$ cat src/sdd_pkg.sv
// ----------------------------------------------------------------------------
// sdd_pkg
// Shared constants, types and state codes of the shuffled deck dealer.
// ----------------------------------------------------------------------------
package sdd_pkg;

  localparam int MAX_COUNT  = 250;
  localparam int DECK_DEPTH = 256;

  localparam int CARD_W  = 8;
  localparam int COUNT_W = 8;
  localparam int WORD_W  = 15;
  localparam int IDX_W   = $clog2(DECK_DEPTH);
  localparam int CMP_W   = COUNT_W + 1;
  localparam int PROD_W  = COUNT_W + WORD_W;

  // taken map is searched one group a cycle
  localparam int GRP     = 16;
  localparam int GRP_W   = $clog2(GRP);
  localparam int NGRP    = (DECK_DEPTH + GRP - 1) / GRP;
  localparam int TAKEN_W = NGRP * GRP;

  localparam logic REQ_DRAW = 1'b0;
  localparam logic REQ_WORD = 1'b1;

  typedef enum logic [1:0] {
    ST_IDLE,
    ST_PROBE,
    ST_FIN,
    ST_DEAL
  } state_t;

  typedef struct packed {
    logic             clear;
    logic             start;
    logic [IDX_W-1:0] start_slot;
  } probe_ctrl_t;

  typedef struct packed {
    logic             done;
    logic [IDX_W-1:0] slot;
  } probe_stat_t;

endpackage

$ cat src/sdd_in_if.sv
// ----------------------------------------------------------------------------
// sdd_in_if
// Request channel: draw requests and random words.
// ----------------------------------------------------------------------------
interface sdd_in_if;
  import sdd_pkg::*;

  logic               valid;
  logic               ready;
  logic               req_type;
  logic [COUNT_W-1:0] deck_count;
  logic [WORD_W-1:0]  rand_word;

  modport source (output valid, req_type, deck_count, rand_word, input ready);
  modport sink   (input valid, req_type, deck_count, rand_word, output ready);
endinterface

$ cat src/sdd_out_if.sv
// ----------------------------------------------------------------------------
// sdd_out_if
// Result channel: dealt card and range error flag.
// ----------------------------------------------------------------------------
interface sdd_out_if;
  import sdd_pkg::*;

  logic              valid;
  logic              ready;
  logic [CARD_W-1:0] card;
  logic              range_error;

  modport source (output valid, card, range_error, input ready);
  modport sink   (input valid, card, range_error, output ready);
endinterface

$ cat src/sdd_deck_ram.sv
// ----------------------------------------------------------------------------
// sdd_deck_ram
// Deck store: one write port, one read port, registered read data.
// ----------------------------------------------------------------------------
module sdd_deck_ram (
  input  logic                       clk,
  input  logic                       we,
  input  logic [sdd_pkg::IDX_W-1:0]  waddr,
  input  logic [sdd_pkg::CARD_W-1:0] wdata,
  input  logic                       re,
  input  logic [sdd_pkg::IDX_W-1:0]  raddr,
  output logic [sdd_pkg::CARD_W-1:0] rdata
);
  import sdd_pkg::*;

  logic [CARD_W-1:0] mem [DECK_DEPTH];

  always_ff @(posedge clk) begin
    if (we) begin
      mem[waddr] <= wdata;
    end
  end

  always_ff @(posedge clk) begin
    if (re) begin
      rdata <= mem[raddr];
    end
  end
endmodule

$ cat src/sdd_probe.sv
// ----------------------------------------------------------------------------
// sdd_probe
// Taken map and wrap-around search for the next free card, one group a cycle.
// ----------------------------------------------------------------------------
module sdd_probe (
  input  logic                        clk,
  input  logic                        rst,
  input  logic [sdd_pkg::COUNT_W-1:0] active_size,
  input  sdd_pkg::probe_ctrl_t        ctrl,
  output sdd_pkg::probe_stat_t        stat
);
  import sdd_pkg::*;

  logic [TAKEN_W-1:0] taken;
  logic [IDX_W-1:0]   pos;
  logic               busy;

  logic [IDX_W-1:0] base;
  logic [GRP-1:0]   grp_bits;
  logic [GRP-1:0]   free;
  logic [GRP_W-1:0] sel;
  logic             found;
  logic [IDX_W-1:0] hit;
  logic [CMP_W-1:0] nxt;
  logic [IDX_W-1:0] pos_next;

  always_comb begin
    base     = {pos[IDX_W-1:GRP_W], GRP_W'(0)};
    grp_bits = taken[base +: GRP];
    for (int i = 0; i < GRP; i++) begin
      free[i] = !grp_bits[i] && (GRP_W'(i) >= pos[GRP_W-1:0])
                && ((CMP_W'(base) + CMP_W'(i)) < CMP_W'(active_size));
    end
    sel = '0;
    for (int i = GRP - 1; i >= 0; i--) begin
      if (free[i]) begin
        sel = GRP_W'(i);
      end
    end
    found = |free;
    hit   = base | IDX_W'(sel);
    nxt   = CMP_W'(base) + CMP_W'(GRP);
    if (nxt >= CMP_W'(active_size)) begin
      pos_next = '0;
    end else begin
      pos_next = IDX_W'(nxt);
    end
  end

  assign stat.done = busy && found;
  assign stat.slot = hit;

  always_ff @(posedge clk) begin
    if (rst) begin
      taken <= '0;
      busy  <= 1'b0;
    end else begin
      if (ctrl.clear) begin
        taken <= '0;
      end else if (busy && found) begin
        taken[hit] <= 1'b1;
      end
      if (ctrl.start) begin
        busy <= 1'b1;
      end else if (busy && found) begin
        busy <= 1'b0;
      end
    end
  end

  always_ff @(posedge clk) begin
    if (ctrl.start) begin
      pos <= ctrl.start_slot;
    end else if (busy && !found) begin
      pos <= pos_next;
    end
  end
endmodule

$ cat src/shuffled_deck_dealer.sv
// ----------------------------------------------------------------------------
// shuffled_deck_dealer
// Deals cards of a shuffled deck, one per draw beat; reshuffles from random
// word beats, each word placing one card by linear probing.
// ----------------------------------------------------------------------------
// A draw that deals from the current deck reads the deck store, then loads
// the card in ST_DEAL. A range error or zero count loads the output register
// on acceptance. A random word loads its scaled start slot into the probe,
// which searches the taken map one 16-card group per cycle; the word that
// completes the deck then reads back the first card via ST_FIN and ST_DEAL.
// The result sits in an output register; the next beat is taken only once
// that register is empty or is being read out in the same cycle.
module shuffled_deck_dealer (
  input  logic       clk,
  input  logic       rst,
  sdd_in_if.sink     req,
  sdd_out_if.source  rsp
);
  import sdd_pkg::*;

  state_t state, state_next;

  logic [COUNT_W-1:0] active_size;
  logic               size_valid;
  logic [COUNT_W-1:0] deal_pos;
  logic [COUNT_W-1:0] fill_pos;
  logic               filling;

  logic              out_valid;
  logic [CARD_W-1:0] out_card;
  logic              out_err;

  logic              acc;
  logic              range_bad;
  logic              draw_zero;
  logic              draw_fill;
  logic              draw_deal;
  logic              word_go;
  logic              place;
  logic              last;
  logic [PROD_W-1:0] prod;
  logic [COUNT_W-1:0] fill_inc;

  logic              ram_we;
  logic              ram_re;
  logic [IDX_W-1:0]  ram_raddr;
  logic [CARD_W-1:0] ram_rdata;

  probe_ctrl_t pctrl;
  probe_stat_t pstat;

  sdd_deck_ram u_ram (
    .clk   (clk),
    .we    (ram_we),
    .waddr (fill_pos[IDX_W-1:0]),
    .wdata (CARD_W'(pstat.slot)),
    .re    (ram_re),
    .raddr (ram_raddr),
    .rdata (ram_rdata)
  );

  sdd_probe u_probe (
    .clk         (clk),
    .rst         (rst),
    .active_size (active_size),
    .ctrl        (pctrl),
    .stat        (pstat)
  );

  always_comb begin
    acc       = req.valid && req.ready;
    range_bad = (CMP_W'(req.deck_count) > CMP_W'(MAX_COUNT))
                || (CMP_W'(req.deck_count) > CMP_W'(DECK_DEPTH));
    draw_zero = 1'b0;
    draw_fill = 1'b0;
    draw_deal = 1'b0;
    word_go   = 1'b0;
    if (acc && req.req_type == REQ_DRAW && !range_bad && !filling) begin
      if (req.deck_count == '0) begin
        draw_zero = 1'b1;
      end else if (!size_valid || active_size != req.deck_count
                   || deal_pos >= req.deck_count) begin
        draw_fill = 1'b1;
      end else begin
        draw_deal = 1'b1;
      end
    end
    if (acc && req.req_type == REQ_WORD && filling && active_size != '0) begin
      word_go = 1'b1;
    end
    prod     = PROD_W'(active_size) * PROD_W'(req.rand_word);
    place    = (state == ST_PROBE) && pstat.done;
    fill_inc = fill_pos + COUNT_W'(1);
    last     = fill_inc >= active_size;
  end

  always_comb begin
    state_next = state;
    case (state)
      ST_IDLE: begin
        if (draw_deal) begin
          state_next = ST_DEAL;
        end else if (word_go) begin
          state_next = ST_PROBE;
        end
      end
      ST_PROBE: begin
        if (pstat.done) begin
          state_next = last ? ST_FIN : ST_IDLE;
        end
      end
      ST_FIN:  state_next = ST_DEAL;
      ST_DEAL: state_next = ST_IDLE;
      default: state_next = ST_IDLE;
    endcase
  end

  always_comb begin
    req.ready        = (state == ST_IDLE) && (!out_valid || rsp.ready);
    ram_we           = place;
    ram_re           = draw_deal || (state == ST_FIN);
    ram_raddr        = (state == ST_FIN) ? '0 : deal_pos[IDX_W-1:0];
    pctrl.clear      = draw_fill;
    pctrl.start      = word_go;
    pctrl.start_slot = IDX_W'(prod[PROD_W-1 -: COUNT_W]);
    rsp.valid        = out_valid;
    rsp.card         = out_card;
    rsp.range_error  = out_err;
  end

  always_ff @(posedge clk) begin
    if (rst) begin
      state       <= ST_IDLE;
      active_size <= '0;
      size_valid  <= 1'b0;
      deal_pos    <= '0;
      fill_pos    <= '0;
      filling     <= 1'b0;
      out_valid   <= 1'b0;
    end else begin
      state <= state_next;
      if (out_valid && rsp.ready) begin
        out_valid <= 1'b0;
      end
      if (acc && req.req_type == REQ_DRAW && range_bad) begin
        out_valid <= 1'b1;
      end
      if (draw_zero) begin
        active_size <= '0;
        size_valid  <= 1'b1;
        deal_pos    <= '0;
        out_valid   <= 1'b1;
      end
      if (draw_fill || draw_deal) begin
        active_size <= req.deck_count;
        size_valid  <= 1'b1;
      end
      if (draw_fill) begin
        fill_pos <= '0;
        filling  <= 1'b1;
      end
      if (draw_deal) begin
        deal_pos <= deal_pos + COUNT_W'(1);
      end
      if (acc && req.req_type == REQ_WORD && !word_go) begin
        filling <= 1'b0;
      end
      if (place) begin
        fill_pos <= fill_inc;
        if (last) begin
          filling  <= 1'b0;
          deal_pos <= COUNT_W'(1);
        end
      end
      if (state == ST_DEAL) begin
        out_valid <= 1'b1;
      end
    end
  end

  always_ff @(posedge clk) begin
    if (acc && req.req_type == REQ_DRAW && range_bad) begin
      out_card <= '0;
      out_err  <= 1'b1;
    end else if (draw_zero) begin
      out_card <= '0;
      out_err  <= 1'b0;
    end else if (state == ST_DEAL) begin
      out_card <= ram_rdata;
      out_err  <= 1'b0;
    end
  end
endmodule
$ cat src/flat_wrapper.sv
// flat-port wrapper written by rule: the top's interface ports become plain ports
module shuffled_deck_dealer_flat import sdd_pkg::*;
  (clk, rst, req_valid, req_req_type, req_deck_count, req_rand_word, req_ready, rsp_valid, rsp_card, rsp_range_error, rsp_ready);
  sdd_in_if req_i ();
  sdd_out_if rsp_i ();
  input  logic clk;
  input  logic rst;
  input wire logic [$bits(req_i.valid)-1:0] req_valid;
  input wire logic [$bits(req_i.req_type)-1:0] req_req_type;
  input wire logic [$bits(req_i.deck_count)-1:0] req_deck_count;
  input wire logic [$bits(req_i.rand_word)-1:0] req_rand_word;
  output wire logic [$bits(req_i.ready)-1:0] req_ready;
  output wire logic [$bits(rsp_i.valid)-1:0] rsp_valid;
  output wire logic [$bits(rsp_i.card)-1:0] rsp_card;
  output wire logic [$bits(rsp_i.range_error)-1:0] rsp_range_error;
  input wire logic [$bits(rsp_i.ready)-1:0] rsp_ready;
  assign req_i.valid = req_valid;
  assign req_i.req_type = req_req_type;
  assign req_i.deck_count = req_deck_count;
  assign req_i.rand_word = req_rand_word;
  assign req_ready = req_i.ready;
  assign rsp_valid = rsp_i.valid;
  assign rsp_card = rsp_i.card;
  assign rsp_range_error = rsp_i.range_error;
  assign rsp_i.ready = rsp_ready;
  shuffled_deck_dealer u_core (.clk(clk), .rst(rst), .req(req_i), .rsp(rsp_i));
endmodule
$ cat config.mk
export PLATFORM = sky130hd
export DESIGN_NAME = shuffled_deck_dealer_flat
export DESIGN_NICKNAME = d
export VERILOG_FILES = /design/src/sdd_pkg.sv /design/src/sdd_in_if.sv /design/src/sdd_out_if.sv /design/src/sdd_deck_ram.sv /design/src/sdd_probe.sv /design/src/shuffled_deck_dealer.sv /design/src/flat_wrapper.sv
export SDC_FILE = /design/constraint.sdc
export NUM_CORES = 2
export LEC_CHECK = 0
export BUFFER_PORTS_ARGS = -buffer_cell sky130_fd_sc_hd__buf_2
export CAP_MARGIN = 20
export CORE_MARGIN = 2
export CORE_UTILIZATION = 57
export DETAILED_ROUTE_END_ITERATION = 7
export PLACE_DENSITY_LB_ADDON = 0.2
export SYNTH_ARGS = -nofsm -noshare
export SYNTH_HDL_FRONTEND = slang
export SYNTH_HIERARCHICAL = 1
export SYNTH_SLANG_ARGS = --single-unit
$ cat constraint.sdc
create_clock -name clk -period 11 [get_ports clk]
set_clock_uncertainty 0.1 [all_clocks]
set_input_delay 1.65 -clock clk [delete_from_list [all_inputs] [get_ports clk]]
set_output_delay 1.65 -clock clk [all_outputs]
set_load 0.05 [all_outputs]
==> impl_metrics.yaml <==
yosys:
  ys.flop_type: "edfxtp_1"
  syn-mean-instance-area_um2: 17.43
  synth.cells.most_frequent: "2,064 x edfxtp_1, 505 x mux4_2, 368 x nor2_1"
  ys.warnings.count: 6
  syn_inst: 5583
  yosys.area.top_type: "edfxtp_1"
  synth_edf_count: 2064
  netlist_area_um2: 97300
  synth_area_leaders: "edfxtp_1 64%, mux4_2 12%, dfxtp_1 6.1%"
  syn-num-nets: 5759
  ys_seq_area_frac: 0.6977
  synth_seq_cells: 2359
  synth_top_area_share: 0.6370
  async_flop_share: 0
  ys_types: 104
  synth.most_common_cell: "edfxtp_1"
pwr:
  p_leak_nw: 33.54
  peakVddDrop_uv: 186.8
  p_per_area_nw_per_um2: 169.5
setup_path:
  critPathCaptureType: "flip-flop"
  r2r_slack_ns: 3.92
  worstSetupPathType: "flip-flop to flip-flop"
  cp_slowest_cell: "nand3_1"
  cp_max_fo: 59
  r2r_end: "u_core/u_ram/mem[250][2]$_DFFE_PP_"
  cp_cell_sequence: "buf_4 > inv_1 > ha_1 > nor2b_1 > and2_1 > a221o_1 > o22ai_1 > a211oi_2 > buf_4 > nand4_1 > and2_1 > nand3b_1 > inv_1 > buf_4 > nand3_1 > buf_4 > nor2_1"
  reg2reg_from: "u_core/u_probe/pos[4]$_DFFE_PP_"
  slowest_delay_ns: 0.84
  r2r.worst_path.cells: 17
  critPathArrivalTime_ns: 7.47
  start_kind: "flip-flop"
  cpMostUsedCell: "buf_4"
  crit_required_ns: 11.39
clocking:
  h-tree-depth: 4
  cts.sinks: 2359
  cts.repair.resized: 0
  cts_setup_buffers: 0
  path_clk_slew_ns: 0.06
  numCtsBuffers: 227
  clockRootBuffer: "clkbuf_16"
  cts_tree: "yes"
  clk-insertion-delay-late_ns: 0.85
  ctsHoldBuffers: 0
  cts_buffer_depth: 3
place:
  place_hpwl_um: 149800
  routabilityCongestion: 0.9488
  port_buffers: 38
grt:
  grt_pass1_vias: 52451
  gr-total-overflow: 0
  antenna_found_initial: 2
  grt_first_pass_wirelength_um: 356200
  grt_max_degree: 185
  track_usage: 0.2792
die:
  num_rows: 151
  dieHeight_um: 417.2
  io_pins: 39
  die_x_um: 417.2
  die_area_um2: 174000
  fp.coreArea_um2: 169500
  start_util: 0.5741
drt:
  wirelength_um: 242700
  dr.pass1.iters: 8
  drc: 0
  first_iter_violations: 6913
  wl_per_cell_um: 30.22
  viasPerCell: 6.633
  postRouteAntennaNets: 0
  via_count: 53255
job:
  max_cap_violations: 0
worst_hold_path:
  min_path_type: "flip-flop to flip-flop"
  min_delay_worst_endpoint: "u_core/u_probe/taken[244]$_SDFFE_PP0P_"
  whs_path_depth: 2
  min_from: "u_core/u_probe/taken[244]$_SDFFE_PP0P_"
sta:
  hold_violations: 0
  setup_viol: 0
  timing.hold.ws_ns: 0.3510
  worstMarginPinSlew_ns: 1.204
  grt_setup_unrepaired: "false"
  fmax_ghz: 0.1412
  max_slew_margin: 0.1912
  setup_tns_ns: 0
  fin_crit_ns: 7.083
  fin_crit_sh: 0.6439
  drv_slew: 0
cells_and_area:
  syn2layout_area_growth_pct: 10.07
  nets: 5792
  drive_gt1_frac: 0.1890
status:
  status: "finished, final reports clean"
## metal layers
metal  GRT usage  vias to the layer above  share of wire
met5           0                        -              0
met4     0.09064                        0          0.035
met3     0.05056                      463          0.091
met2      0.4423                     2818           0.48
met1      0.3978                    27686           0.40
li1            -                    22288              -
## through the flow
step	std cells	util	area, um2	setup slack [ns]	total power [mW]
detailed placement	7602	0.5860	99310	3.930	10.41
CTS	8024	0.6317	107000	3.948	18.26
floorplan	5583	-	97300	3.122	10.23
global placement	7599	0.5857	99260	4.043	10.39
finish	8029	0.6319	107100	3.917	18.15
global route	8027	0.6319	107100	3.697	18.64
## placed cells by master (no fill, tap or decap), types with 22 or more instances in the layout
cell	synthesis	routed
mux4_2	505	505
buf_2	48	38
nor2b_1	42	38
nor3_1	44	44
clkbuf_16	0	229
nor4_1	33	31
mux2i_1	156	156
inv_1	118	117
bufinv_16	0	26
a31oi_1	23	23
o22ai_1	29	29
buf_4	36	109
nand3_1	55	55
o21ai_0	106	106
a32o_1	26	26
a22o_1	124	124
edfxtp_1	2064	2064
clkinv_1	1	38
nand2_1	293	293
fa_1	77	77
a22oi_1	147	147
ha_1	71	71
dfxtp_1	295	295
clkbuf_1	188	42
a21oi_1	147	146
nor2_1	368	364
and2_1	131	125
clkinv_2	0	45
o221ai_1	47	47
o21ai_1	22	22
## kinds of logic (layout without fill, tap and decap cells)
family	after synthesis	after routing	synth area share
AOI/OAI and AO/OA	819	819	0.06031
xor gates and xnor gates	22	22	0.002058
adders and majority gates	148	148	0.02497
buffers and inverters	477	703	0.02626
DFF	2359	2359	0.6977
muxes	676	676	0.1350
other	0	2	0
and+or+nand+nor	1082	1082	0.05369
## state kept, by name (all words and copies together), names as in the netlist
name / count
u_core/u_ram/mem: 2048
u_core/u_probe/taken: 256
u_core/active_size: 8
u_core/deal_pos: 8
u_core/fill_pos: 8
u_core/rsp.card: 8
u_core/u_probe/pos: 8
u_core/u_ram/rdata: 8
u_core/state: 2
u_core/filling: 1
u_core/rsp.range_error: 1
u_core/rsp.valid: 1
u_core/size_valid: 1
u_core/u_probe/busy: 1
## worst max-delay path: cells and delay by family (launching register included)
kind / cells / cell delay (ns)
fa+ha+maj: 1 / 0.50
compound gates: 3 / 0.80
buf+inv: 6 / 2.42
simple gates: 7 / 2.44
flops: 1 / 0.36
## cell type report
class / count / area [um2]
Antenna cell: 2 / 5.005
Clock buffer: 287 / 6108
Clock inverter: 135 / 1630
Fill cell: 11709 / 62380
Inverter: 121 / 476.7
Multi-Input combinational cell: 2747 / 26950
Sequential cell: 2359 / 67890
Tap cell: 2218 / 2775
Timing Repair Buffer: 160 / 1262
## worst max path at each step
stage	start	endpoint	cells past startpoint
after floorplan	u_core/u_probe/pos[4]$_DFFE_PP_	u_core/u_ram/mem[0][2]$_DFFE_PP_	14
after global placement	u_core/u_probe/pos[4]$_DFFE_PP_	u_core/u_ram/mem[63][3]$_DFFE_PP_	15
final	u_core/u_probe/pos[4]$_DFFE_PP_	u_core/u_ram/mem[250][2]$_DFFE_PP_	17
after global routing	u_core/u_probe/pos[4]$_DFFE_PP_	u_core/u_ram/mem[122][3]$_DFFE_PP_	17
after CTS	u_core/u_probe/pos[4]$_DFFE_PP_	u_core/u_ram/mem[106][5]$_DFFE_PP_	16
after detailed placement	u_core/u_probe/pos[4]$_DFFE_PP_	u_core/u_ram/mem[106][3]$_DFFE_PP_	16
## power by group
| group | internal [mW] | total (mW) | leakage, nW | switching [mW] |
|---|---|---|---|---|
| sequential | 9.75 | 9.77 | 20.9 | 0.0173 |
| combinational | 0.0883 | 0.441 | 8.86 | 0.353 |
| clock | 4.56 | 7.94 | 3.77 | 3.38 |
No activity file was read; power rests on OpenSTA's default activity.
